$ cat src/rtl/rle_byte_decoder_unit_assert.svh
// Assertion shorthands shared by the decoder RTL.
`ifndef RLE_BYTE_DECODER_UNIT_ASSERT_SVH
`define RLE_BYTE_DECODER_UNIT_ASSERT_SVH

// Same-cycle implication, disabled in reset.
`define RBD_ASSERT_IMPL(label, clk, rst, ante, cons) \
  label: assert property (@(posedge clk) disable iff (rst) (ante) |-> (cons)) \
    else $error("%m: implication check failed");

// Next-cycle implication, disabled in reset.
`define RBD_ASSERT_NEXT(label, clk, rst, ante, cons) \
  label: assert property (@(posedge clk) disable iff (rst) (ante) |=> (cons)) \
    else $error("%m: next-cycle check failed");

`endif

$ cat src/rtl/rbd_pkg.sv
package rbd_pkg;

  localparam int LENGTH_BITS_DEF = 24;
  localparam int MAX_OUT         = 64;   // most results per input word
  localparam int CODE_W          = 8;
  localparam int HDR_RUN_IDX     = 7;    // header bit 7: repeat packet
  localparam int RUN_BIAS        = 127;

  typedef enum logic [1:0] {
    PH_HEADER,
    PH_RUNVAL,
    PH_LITS,
    PH_SPILL
  } phase_t;

  typedef enum logic {
    ST_IDLE,
    ST_EMIT
  } state_t;

  typedef struct packed {
    phase_t            phase;
    logic [CODE_W-1:0] pending;
  } hdr_t;

  // Decode a packet header: repeat count (b - 127) or literal count (b + 1).
  function automatic hdr_t take_header(input logic [CODE_W-1:0] b);
    hdr_t h;
    if (b[HDR_RUN_IDX]) begin
      h.phase   = PH_RUNVAL;
      h.pending = b - CODE_W'(RUN_BIAS);
    end else begin
      h.phase   = PH_LITS;
      h.pending = b + CODE_W'(1);
    end
    return h;
  endfunction

endpackage

$ cat src/rtl/rle_byte_decoder_unit.sv
// Byte-wide run-length decoder for Targa-style packet streams.
//
// Input stream (s_*): one compressed byte per word. A header with bit 7 set
// repeats the next byte (header - 127) times; a header with bit 7 clear
// passes the next (header + 1) bytes through. Output stream (m_*): one
// decoded byte per word, tlast on the final word caused by an input word,
// tuser set on the word that completes the configured image length.
// Config channel (cfg_*): image length in bytes, always ready; write it
// only while the decoder is idle. Once the length is reached further input
// words are swallowed without output until the length is raised.
//
// Timing: a header word is taken without output. A data word is accepted,
// then yields one decoded byte per cycle (up to 64) while the receiver
// keeps up; a longer run emits the rest ahead of the next header word. A
// single incrementer with its comparators on the produced-byte count,
// stepped by a small sequencer, paces this; s_tready is low while a word's
// bytes are being produced. Bytes reach m_* via the output register.
// Reset clears the length to zero, the packet state and the byte count;
// the output register empties. A stalled receiver holds the output word
// and freezes the sequencer until m_tready returns.
`include "rle_byte_decoder_unit_assert.svh"

module rle_byte_decoder_unit #(
  parameter int LENGTH_BITS = rbd_pkg::LENGTH_BITS_DEF
) (
  input  logic                   clk,
  input  logic                   rst,
  // config write channel
  input  logic                   cfg_valid,
  output logic                   cfg_ready,
  input  logic [LENGTH_BITS-1:0] cfg_data,   // [LENGTH_BITS-1:0] out_length
  // compressed byte stream in
  input  logic                   s_tvalid,
  output logic                   s_tready,
  input  logic [7:0]             s_tdata,    // [7:0] code_byte
  // decoded byte stream out
  output logic                   m_tvalid,
  input  logic                   m_tready,
  output logic [7:0]             m_tdata,    // [7:0] pixel_byte
  output logic                   m_tlast,    // last_of_run
  output logic                   m_tuser     // [0] image_done
);
  import rbd_pkg::*;

  localparam int CNT_W = $clog2(MAX_OUT);

  state_t                  state, state_next;
  phase_t                  phase, phase_next;
  logic [CODE_W-1:0]       pending, pending_next;
  logic [LENGTH_BITS-1:0]  produced, produced_next;
  logic [LENGTH_BITS-1:0]  out_length, out_length_next;
  logic [CODE_W-1:0]       run_value, run_value_next;
  logic [CODE_W-1:0]       cur_byte, cur_byte_next;
  logic [CODE_W-1:0]       emit_val, emit_val_next;
  logic [CODE_W-1:0]       emit_left, emit_left_next;
  logic [CNT_W-1:0]        step_cnt, step_cnt_next;
  logic                    out_vld, out_vld_next;
  logic [CODE_W-1:0]       out_data, out_data_next;
  logic                    out_last, out_last_next;
  logic                    out_done, out_done_next;

  // shared count unit
  logic [LENGTH_BITS-1:0]  produced_inc;
  logic                    complete;
  logic                    reach_len;
  logic                    emit_fire;
  logic                    is_last;
  logic [CODE_W-1:0]       left_after;
  hdr_t                    hdr;

  assign produced_inc = produced + LENGTH_BITS'(1);
  assign complete     = (produced >= out_length);
  assign reach_len    = (produced_inc >= out_length);
  assign emit_fire    = (state == ST_EMIT) && (!out_vld || m_tready);
  assign left_after   = emit_left - CODE_W'(1);
  assign is_last      = (emit_left == CODE_W'(1)) ||
                        (step_cnt == CNT_W'(MAX_OUT - 1)) || reach_len;

  assign s_tready  = (state == ST_IDLE);
  assign cfg_ready = 1'b1;
  assign m_tvalid  = out_vld;
  assign m_tdata   = out_data;
  assign m_tlast   = out_last;
  assign m_tuser   = out_done;

  always_comb begin
    state_next      = state;
    phase_next      = phase;
    pending_next    = pending;
    produced_next   = produced;
    out_length_next = out_length;
    run_value_next  = run_value;
    cur_byte_next   = cur_byte;
    emit_val_next   = emit_val;
    emit_left_next  = emit_left;
    step_cnt_next   = step_cnt;
    out_vld_next    = out_vld;
    out_data_next   = out_data;
    out_last_next   = out_last;
    out_done_next   = out_done;
    hdr             = take_header(s_tdata);

    if (out_vld && m_tready) begin
      out_vld_next = 1'b0;
    end
    if (cfg_valid) begin
      out_length_next = cfg_data;
    end

    unique case (state)
      ST_IDLE: begin
        if (s_tvalid && !complete) begin
          if (phase == PH_HEADER) begin
            phase_next   = hdr.phase;
            pending_next = hdr.pending;
          end else begin
            cur_byte_next  = s_tdata;
            emit_val_next  = (phase == PH_SPILL) ? run_value : s_tdata;
            emit_left_next = (phase == PH_LITS) ? CODE_W'(1) : pending;
            step_cnt_next  = '0;
            state_next     = ST_EMIT;
          end
        end
      end
      ST_EMIT: begin
        if (emit_fire) begin
          out_vld_next   = 1'b1;
          out_data_next  = emit_val;
          out_last_next  = is_last;
          out_done_next  = (produced_inc == out_length);
          produced_next  = produced_inc;
          emit_left_next = left_after;
          step_cnt_next  = step_cnt + CNT_W'(1);
          if (is_last) begin
            state_next = ST_IDLE;
            unique case (phase)
              PH_HEADER: begin
              end
              PH_RUNVAL: begin
                // run cut by the per-word limit spills into the next word
                if (left_after != '0 && !reach_len) begin
                  pending_next   = left_after;
                  run_value_next = cur_byte;
                  phase_next     = PH_SPILL;
                end else begin
                  pending_next = '0;
                  phase_next   = PH_HEADER;
                end
              end
              PH_LITS: begin
                pending_next = pending - CODE_W'(1);
                if (pending == CODE_W'(1)) begin
                  phase_next = PH_HEADER;
                end
              end
              PH_SPILL: begin
                // the word that carried the spill is the next header
                hdr          = take_header(cur_byte);
                phase_next   = hdr.phase;
                pending_next = hdr.pending;
              end
              default: begin
              end
            endcase
          end
        end
      end
      default: begin
        state_next = ST_IDLE;
      end
    endcase
  end

  always_ff @(posedge clk) begin
    if (rst) begin
      state      <= ST_IDLE;
      phase      <= PH_HEADER;
      pending    <= '0;
      produced   <= '0;
      out_length <= '0;
      run_value  <= '0;
      out_vld    <= 1'b0;
    end else begin
      state      <= state_next;
      phase      <= phase_next;
      pending    <= pending_next;
      produced   <= produced_next;
      out_length <= out_length_next;
      run_value  <= run_value_next;
      out_vld    <= out_vld_next;
    end
    cur_byte  <= cur_byte_next;
    emit_val  <= emit_val_next;
    emit_left <= emit_left_next;
    step_cnt  <= step_cnt_next;
    out_data  <= out_data_next;
    out_last  <= out_last_next;
    out_done  <= out_done_next;
  end

  `RBD_ASSERT_IMPL(a_emit_left_nonzero, clk, rst, state == ST_EMIT, emit_left != '0)
  `RBD_ASSERT_IMPL(a_done_is_last, clk, rst, out_vld && out_done, out_last)
  `RBD_ASSERT_IMPL(a_spill_bounded, clk, rst, phase == PH_SPILL,
                   pending != '0 && pending <= CODE_W'(MAX_OUT))
  `RBD_ASSERT_NEXT(a_last_to_idle, clk, rst, emit_fire && is_last, state == ST_IDLE)

endmodule

$ cat config.mk
export PLATFORM = sky130hd
export DESIGN_NAME = rle_byte_decoder_unit
export DESIGN_NICKNAME = d
export VERILOG_FILES = /design/src/rtl/rbd_pkg.sv /design/src/rtl/rle_byte_decoder_unit.sv
export VERILOG_INCLUDE_DIRS = /design/src /design/src/rtl
export SDC_FILE = /design/constraint.sdc
export NUM_CORES = 1
export LEC_CHECK = 0
export BUFFER_PORTS_ARGS = -buffer_cell sky130_fd_sc_hd__clkbuf_2
export CORE_ASPECT_RATIO = 1.75
export CORE_UTILIZATION = 25
export DETAILED_ROUTE_END_ITERATION = 10
export PLACE_DENSITY_LB_ADDON = 0.25
export RECOVER_POWER = 25
export SLEW_MARGIN = 25
export SYNTH_ARGS = -nofsm -noshare
export SYNTH_HDL_FRONTEND = slang
export SYNTH_SLANG_ARGS = --single-unit
$ cat constraint.sdc
create_clock -name clk -period 5.95 [get_ports clk]
set_input_delay 0.2975 -clock clk [delete_from_list [all_inputs] [get_ports clk]]
set_output_delay 0.2975 -clock clk [all_outputs]
set_load 0.02 [all_outputs]
==> out/metrics.cfg, run 1 <==
[cts]
h-tree-depth=3
clk_path_buf_depth=2
cts_buffers=9
cts.sinks=108
cts_tree=built
worstSkewPairLatency_ps=370
cts.repair_timing.setup_buffer_count=0
postCtsHoldBufs=0
path_clk_slew_ps=80
root_buffer=clkbuf_16
post_cts_resized=0

[power_and_ir_drop]
leakagePower_nw=2.88
p_per_area_nw_per_um2=263
peakVddDrop_v=0.000142

[sta]
worst_pin_slew_ps=1820
min_period_over_period=0.839
setup-tns-final_ps=0
fmaxAchievable_mhz=200
layout_setup_ws_ps=958
post-route-min-period_ps=4990
slew_headroom=-0.212
setup_violations=0
report.final.slew_viol_count=25
clock_skew_ps=13.9
rsz0062_at_grt=false
finalHoldViolations=0

[setup_path]
endpoint=run_value[2]
crit_fanout=8
path_class=reg2reg
worst_setup_path_start_kind=register
critical_path_required_ps=6170
r2r_setup_slack_ps=960
critPathLaunch=produced[0]
slowest_stage=nor4_4
timing.rr.end=run_value[2]
crit_chain=ha_1 > nand3_1 > nor4_1 > and3_1 > nand3_1 > nor2_1 > xor2_1 > ha_1 > nand4_1 > nor3_1 > and2_1 > or4_1 > nor4_4 > mux2i_1 > nor2_1
cp-end-kind=register
cp.arrival_ps=5210
slowest_delay_ps=770
worstRegToRegCells=15
timing.rr.start=produced[0]

[logic_synthesis]
synth_ff_type=dfxtp_1
avgSynthCellArea_um2=9.41
synth_largest_area_cell=dfxtp_1
synth_nets=772
ys_seq_elements=108
syn_inst=675
ys_types=60
yosys-top-cells-area=dfxtp_1 21%, edfxtp_1 19%, ha_1 12%
synth-async-reset-ratio=0
synth_area_um2=6350
yosysWarnings=0
synth_seq_area_share=0.404
synth_top_area_frac=0.214
synth_edf_count=40

[placed_design]
place_hpwl_um=12400
io_buffers=48
gp_congestion=0.824
dp_cells=1012
post-place-ws_ps=936

[detailed_routing]
drt-pass1-iter-count=4
viasPerCell=4.69
antenna_left=0
route.vias.total=4823
post_drt_wl_per_cell_um=15.8
wirelength_um=16200
drc=0
drtIter0Drc=321

[run]
maxCapViolCount=1

[die]
start_util=0.256
dieArea_um2=26100
fp.dieH_um=213
ioPinCount=50
die_w_um=122
core_um2=24800
num_rows=76

[worst_hold_path]
min_path_type=in2reg
min_from=cfg_data[13]

[final_layout]
nFillCells=2627
final_layout_size_suffix_gt1_frac=0.109
fin_nets=808
layout.cells.non_filler=1028
syn_to_final_growth_pct=13.4
diodes=0

[grt]
grt_max_degree=70
antenna_found_initial=0
grt_overflow=0
grtUsageTotal=0.131
grt_pass1_vias=4830
grt_pass1_wl_um=25400

[run_status]
failed_checks=max-capacitance violations, max-slew violations
outcome=complete, but fails checks

layout by cell type, fill, tap and decap left out, types with 3 or more instances in the layout:
cell and instances:
a21oi_1 29, nor2_1 86, xor2_1 34, o21a_1 3
nor3_1 14, clkbuf_2 39, dfxtp_1 68, nor4_1 5
ha_1 60, nand4_1 14, a21o_1 5, xnor2_1 34
and2_1 3, o21ai_0 14, a211oi_1 7, o31ai_1 7
inv_1 43, o221ai_1 3, clkbuf_1 9, nand2_1 57
clkbuf_16 9, a221oi_1 7, nand3_1 21, nand2b_1 4
mux2_2 8, and3_1 8, edfxtp_1 40, mux2i_1 34
buf_4 4
kinds of logic after synthesis:
logic type                 share of synthesized area
DFF                                            0.404
xor gates and xnor gates                      0.0938
adders and majority gates                      0.118
other                                       0.000591
buffers and inverters                         0.0437
muxes                                         0.0678
and+or+nand+nor                                0.174
AOI/OAI and AO/OA                             0.0985
flip-flops by register name, indices dropped and copies added (netlist names):
signal      cells
out_length     24
produced       24
cur_byte        8
emit_left       8
emit_val        8
m_tdata         8
pending         8
run_value       8
step_cnt        6
phase           2
m_tlast         1
m_tuser         1
m_tvalid        1
state           1
per-layer routing:
layer / share of wire / up-vias / GRT usage
li1: - / 2446 / -
met1: 0.37 / 2290 / 0.129
met2: 0.58 / 62 / 0.262
met3: 0.016 / 25 / 0.0144
met4: 0.031 / 0 / 0.0648
met5: 0 / - / 0
Yosys cell counts, types with 4 or more instances:
cell type  number
nor2_1         86
dfxtp_1        68
ha_1           60
nand2_1        57
inv_1          43
edfxtp_1       40
mux2i_1        34
xnor2_1        34
xor2_1         34
a21oi_1        29
clkbuf_1       21
nand3_1        21
nand4_1        14
nor3_1         14
o21ai_0        14
and3_1          8
mux2_2          8
a211oi_1        7
a221oi_1        7
o31ai_1         7
a21o_1          5
nor4_1          5
and2_1          4
nand2b_1        4
layout make-up:
| type | count | area [um^2] | share of cell area |
|---|---|---|---|
| Clock buffer | 9 | 225 | 0.0313 |
| Inverter | 45 | 169 | 0.0235 |
| Tap cell | 312 | 390 | 0.0542 |
| Timing Repair Buffer | 52 | 259 | 0.0360 |
| Clock inverter | 7 | 82.6 | 0.0115 |
| Sequential cell | 108 | 2560 | 0.356 |
| Multi-Input combinational cell | 495 | 3510 | 0.488 |
worst max-delay path, delay by kind of cell, from the launching register on:
kind                       cells  cell delay, ps
xor gates and xnor gates       1             160
adders and majority gates      2             500
DFF                            1             440
muxes                          1             260
and+or+nand+nor               11            3460
power breakdown:
group	leakage (nW)	total, W	switching (W)	internal, W
clock	0.145	0.000639	0.000305	0.000334
combinational	1.80	0.000369	0.000233	0.000136
sequential	0.928	0.000889	0.0000482	0.000840
total	2.88	0.00190	0.000586	0.00131
worst min-delay path by stage:
stage / endpoint / slack, ps / depth (start not counted)
3_3_place_gp: m_tdata[0] / 400 / 0
2_1_floorplan: cur_byte[0] / 400 / 0
4_1_cts: out_length[13] / 150 / 3
5_1_grt: out_length[14] / 180 / 3
3_5_place_dp: m_tdata[3] / 410 / 0
6_report: out_length[13] / 160 / 3
per-stage QoR:
stage / util / cell area (um^2) / total power (W) / hold WS [ps]
finish: 0.290 / 7200 / 0.00190 / 161
global route: 0.290 / 7200 / 0.00200 / 181
CTS: 0.290 / 7210 / 0.00193 / 153
detailed placement: 0.278 / 6900 / 0.00128 / 406
global placement: 0.278 / 6900 / 0.00128 / 404
floorplan: - / 6350 / 0.00116 / 396
Note: power is estimated with default switching activity, not from simulation.
==> run 2, diff against run 1 <==
==> constraint.sdc (replaced) <==
create_clock -name clk -period 4.71 [get_ports clk]
set_input_delay 0.2355 -clock clk [delete_from_list [all_inputs] [get_ports clk]]
set_output_delay 0.2355 -clock clk [all_outputs]
set_load 0.02 [all_outputs]
==> out/metrics.cfg, run 2 (synthesis results as in run 1) <==
[run_status]
outcome=complete, but fails checks
failed_checks=max-capacitance violations, max-slew violations

[power_and_ir_drop]
p_switching_w=0.000751  ; +28%
finalPower_w=0.00241  ; +27%
leakagePower_nw=2.90  ; +0.99%
switching_share=0.311  ; +0.00204
p_per_area_nw_per_um2=331  ; +26%
peakVddDrop_v=0.000151  ; +6.3%
intPower_w=0.00166  ; +27%
p_clk_frac=0.337  ; about the same
combPwrFrac=0.198  ; +0.003
p_seq_frac=0.465  ; -0.004

[setup_path]
path_class=reg2reg
cp.arrival_ps=4480  ; -730 ps
crit_chain=ha_1 > nand3_1 > nor4_2 > and3_1 > nand3_1 > nor2_1 > xor2_1 > ha_1 > nand4_1 > nor3_1 > and2_1 > or4_4 > nor4_1 > a222oi_1 > a211oi_1
timing.rr.end=pending[2]
cp_top_family=simple AND/OR/NAND/NOR gates
crit_buf_inv=0  ; unchanged
slowest_stage=or4_4
crit_fanout=7  ; -1
timing.rr.start=produced[0]
critical_path_required_ps=4970  ; -1200 ps
worstRegToRegCells=15  ; unchanged
r2r_setup_slack_ps=490  ; -460 ps
worst_setup_path_start_kind=register
slowest_delay_ps=610  ; -160 ps
cp-end-kind=register

[worst_hold_path]
holdPathEnd=out_length[13]
min_from=cfg_data[13]
holdPathStages=3  ; unchanged
min_path_type=in2reg

[grt]
grt_overflow=0  ; unchanged
grtUsageTotal=0.138  ; +0.00707
grt_pass1_wl_um=27000  ; +6.1%
grt_pass1_vias=5198  ; +7.6%
antenna_found_initial=0  ; unchanged
grt_max_degree=40  ; -43%

[die]
num_rows=76  ; unchanged
die_w_um=122  ; unchanged
ioPinCount=50  ; unchanged
start_util=0.256  ; unchanged
core_um2=24800  ; unchanged
fp.dieH_um=213  ; unchanged
dieArea_um2=26100  ; unchanged

[final_layout]
fin_nets=818  ; +1.2%
diodes=0  ; unchanged
final_layout_size_suffix_gt1_frac=0.110  ; +0.00125
syn_to_final_growth_pct=14.8
reg.largest.list=out_length (24), produced (24)
nFillCells=2603  ; -0.91%
layout.cells.most_common_list=86 x nor2_1, 68 x dfxtp_1, 60 x ha_1
layout_commonest_cell=nor2_1

[run]
maxCapViolCount=1  ; unchanged

[placed_design]
gp_congestion=0.825  ; +0.12%
place_hpwl_um=13100  ; +6.1%
io_buffers=48  ; unchanged

[detailed_routing]
post_drt_wl_per_cell_um=16.2  ; +2.5%
drc=0  ; unchanged
viasPerCell=4.68  ; -0.33%
antenna_left=0  ; unchanged
drtIter0Drc=320  ; -0.31%
drt-pass1-iter-count=4  ; unchanged
wirelength_um=16800  ; +3.5%
route.vias.total=4854  ; +0.64%

[cts]
postCtsHoldBufs=0  ; unchanged
cts_buffers=9  ; unchanged
cts.repair_timing.setup_buffer_count=0  ; unchanged
worstSkewPairLatency_ps=360  ; about the same
clk_path_buf_depth=2  ; unchanged
h-tree-depth=3  ; unchanged
root_buffer=clkbuf_16
cts_tree=built
post_cts_resized=0  ; unchanged
cts.sinks=108  ; unchanged
path_clk_slew_ps=80  ; about the same

[sta]
setup-tns-final_ps=0  ; unchanged
report.final.slew_viol_count=25  ; unchanged
worst_pin_slew_ps=1800  ; -13.2 ps
finalHoldViolations=0  ; unchanged
post-route-min-period_ps=4220  ; -777 ps
setup_violations=0  ; unchanged
rsz0062_at_grt=false
slew_headroom=-0.203  ; +0.00880
min_period_over_period=0.895  ; +0.0559
fmaxAchievable_mhz=237  ; +18%
clock_skew_ps=10.6  ; -3.23 ps

==> run 2: worst max-delay path by stage <==
| stage | slack (ps) | from | cells after the start | to |
|---|---|---|---|---|
| 6_report | 490 | produced[0] | 15 | pending[2] |
| 5_1_grt | 130 | produced[0] | 16 | pending[5] |
| 4_1_cts | 180 | produced[0] | 15 | pending[1] |
| 3_5_place_dp | 230 | produced[0] | 15 | pending[1] |
| 3_3_place_gp | 380 | produced[0] | 15 | pending[1] |
| 2_1_floorplan | 280 | produced[0] | 17 | run_value[0] |
==> run 2: area by class of cell <==
class	instances	area (um^2)	share of cell area
multi-input cells	495	3530	0.485
flip-flops and latches	108	2560	0.351
well taps	312	390	0.0535
repair buffers	62	320	0.0439
clock buffers	9	225	0.0309
inverters	45	169	0.0232
clock inverters	7	90.1	0.0124
==> run 2: stage by stage <==
step	area (um^2)	utilization	worst slack [ps]	cells	hold WS (ps)
final	7290	0.294	495	1038	110
after global routing	7290	0.294	132	1038	125
after CTS	7290	0.294	177	1038	97.3
after detailed placement	6980	0.281	229	1022	408
after global placement	6980	0.281	382	1022	405
after floorplan	6350	-	284	675	334
==> run 2: worst reg2reg max path, cell delays in order (launching register included) <==
cell and delay (ps):
dfxtp_1 440, ha_1 240, nand3_1 130, nor4_2 310
and3_1 220, nand3_1 210, nor2_1 180, xor2_1 190
ha_1 270, nand4_1 130, nor3_1 90, and2_1 160
or4_4 610, nor4_1 550, a222oi_1 140, a211oi_1 260
==> run 2: power groups by stage <==
stage               combinational (W)  clock [W]  sequential (W)
detailed placement           0.000483          0         0.00115
global placement             0.000482          0         0.00114
finish                       0.000478   0.000814         0.00112
global route                 0.000535   0.000874         0.00113
CTS                          0.000485   0.000841         0.00112
floorplan                    0.000323          0         0.00114
==> run 2: per-layer routing <==
layer | up-vias | GRT usage | share of wire
li1 | 2460 | - | -
met4 | 0 | 0.0749 | 0.034
met1 | 2299 | 0.134 | 0.37
met5 | - | 0 | 0
met2 | 65 | 0.275 | 0.58
met3 | 30 | 0.0139 | 0.018
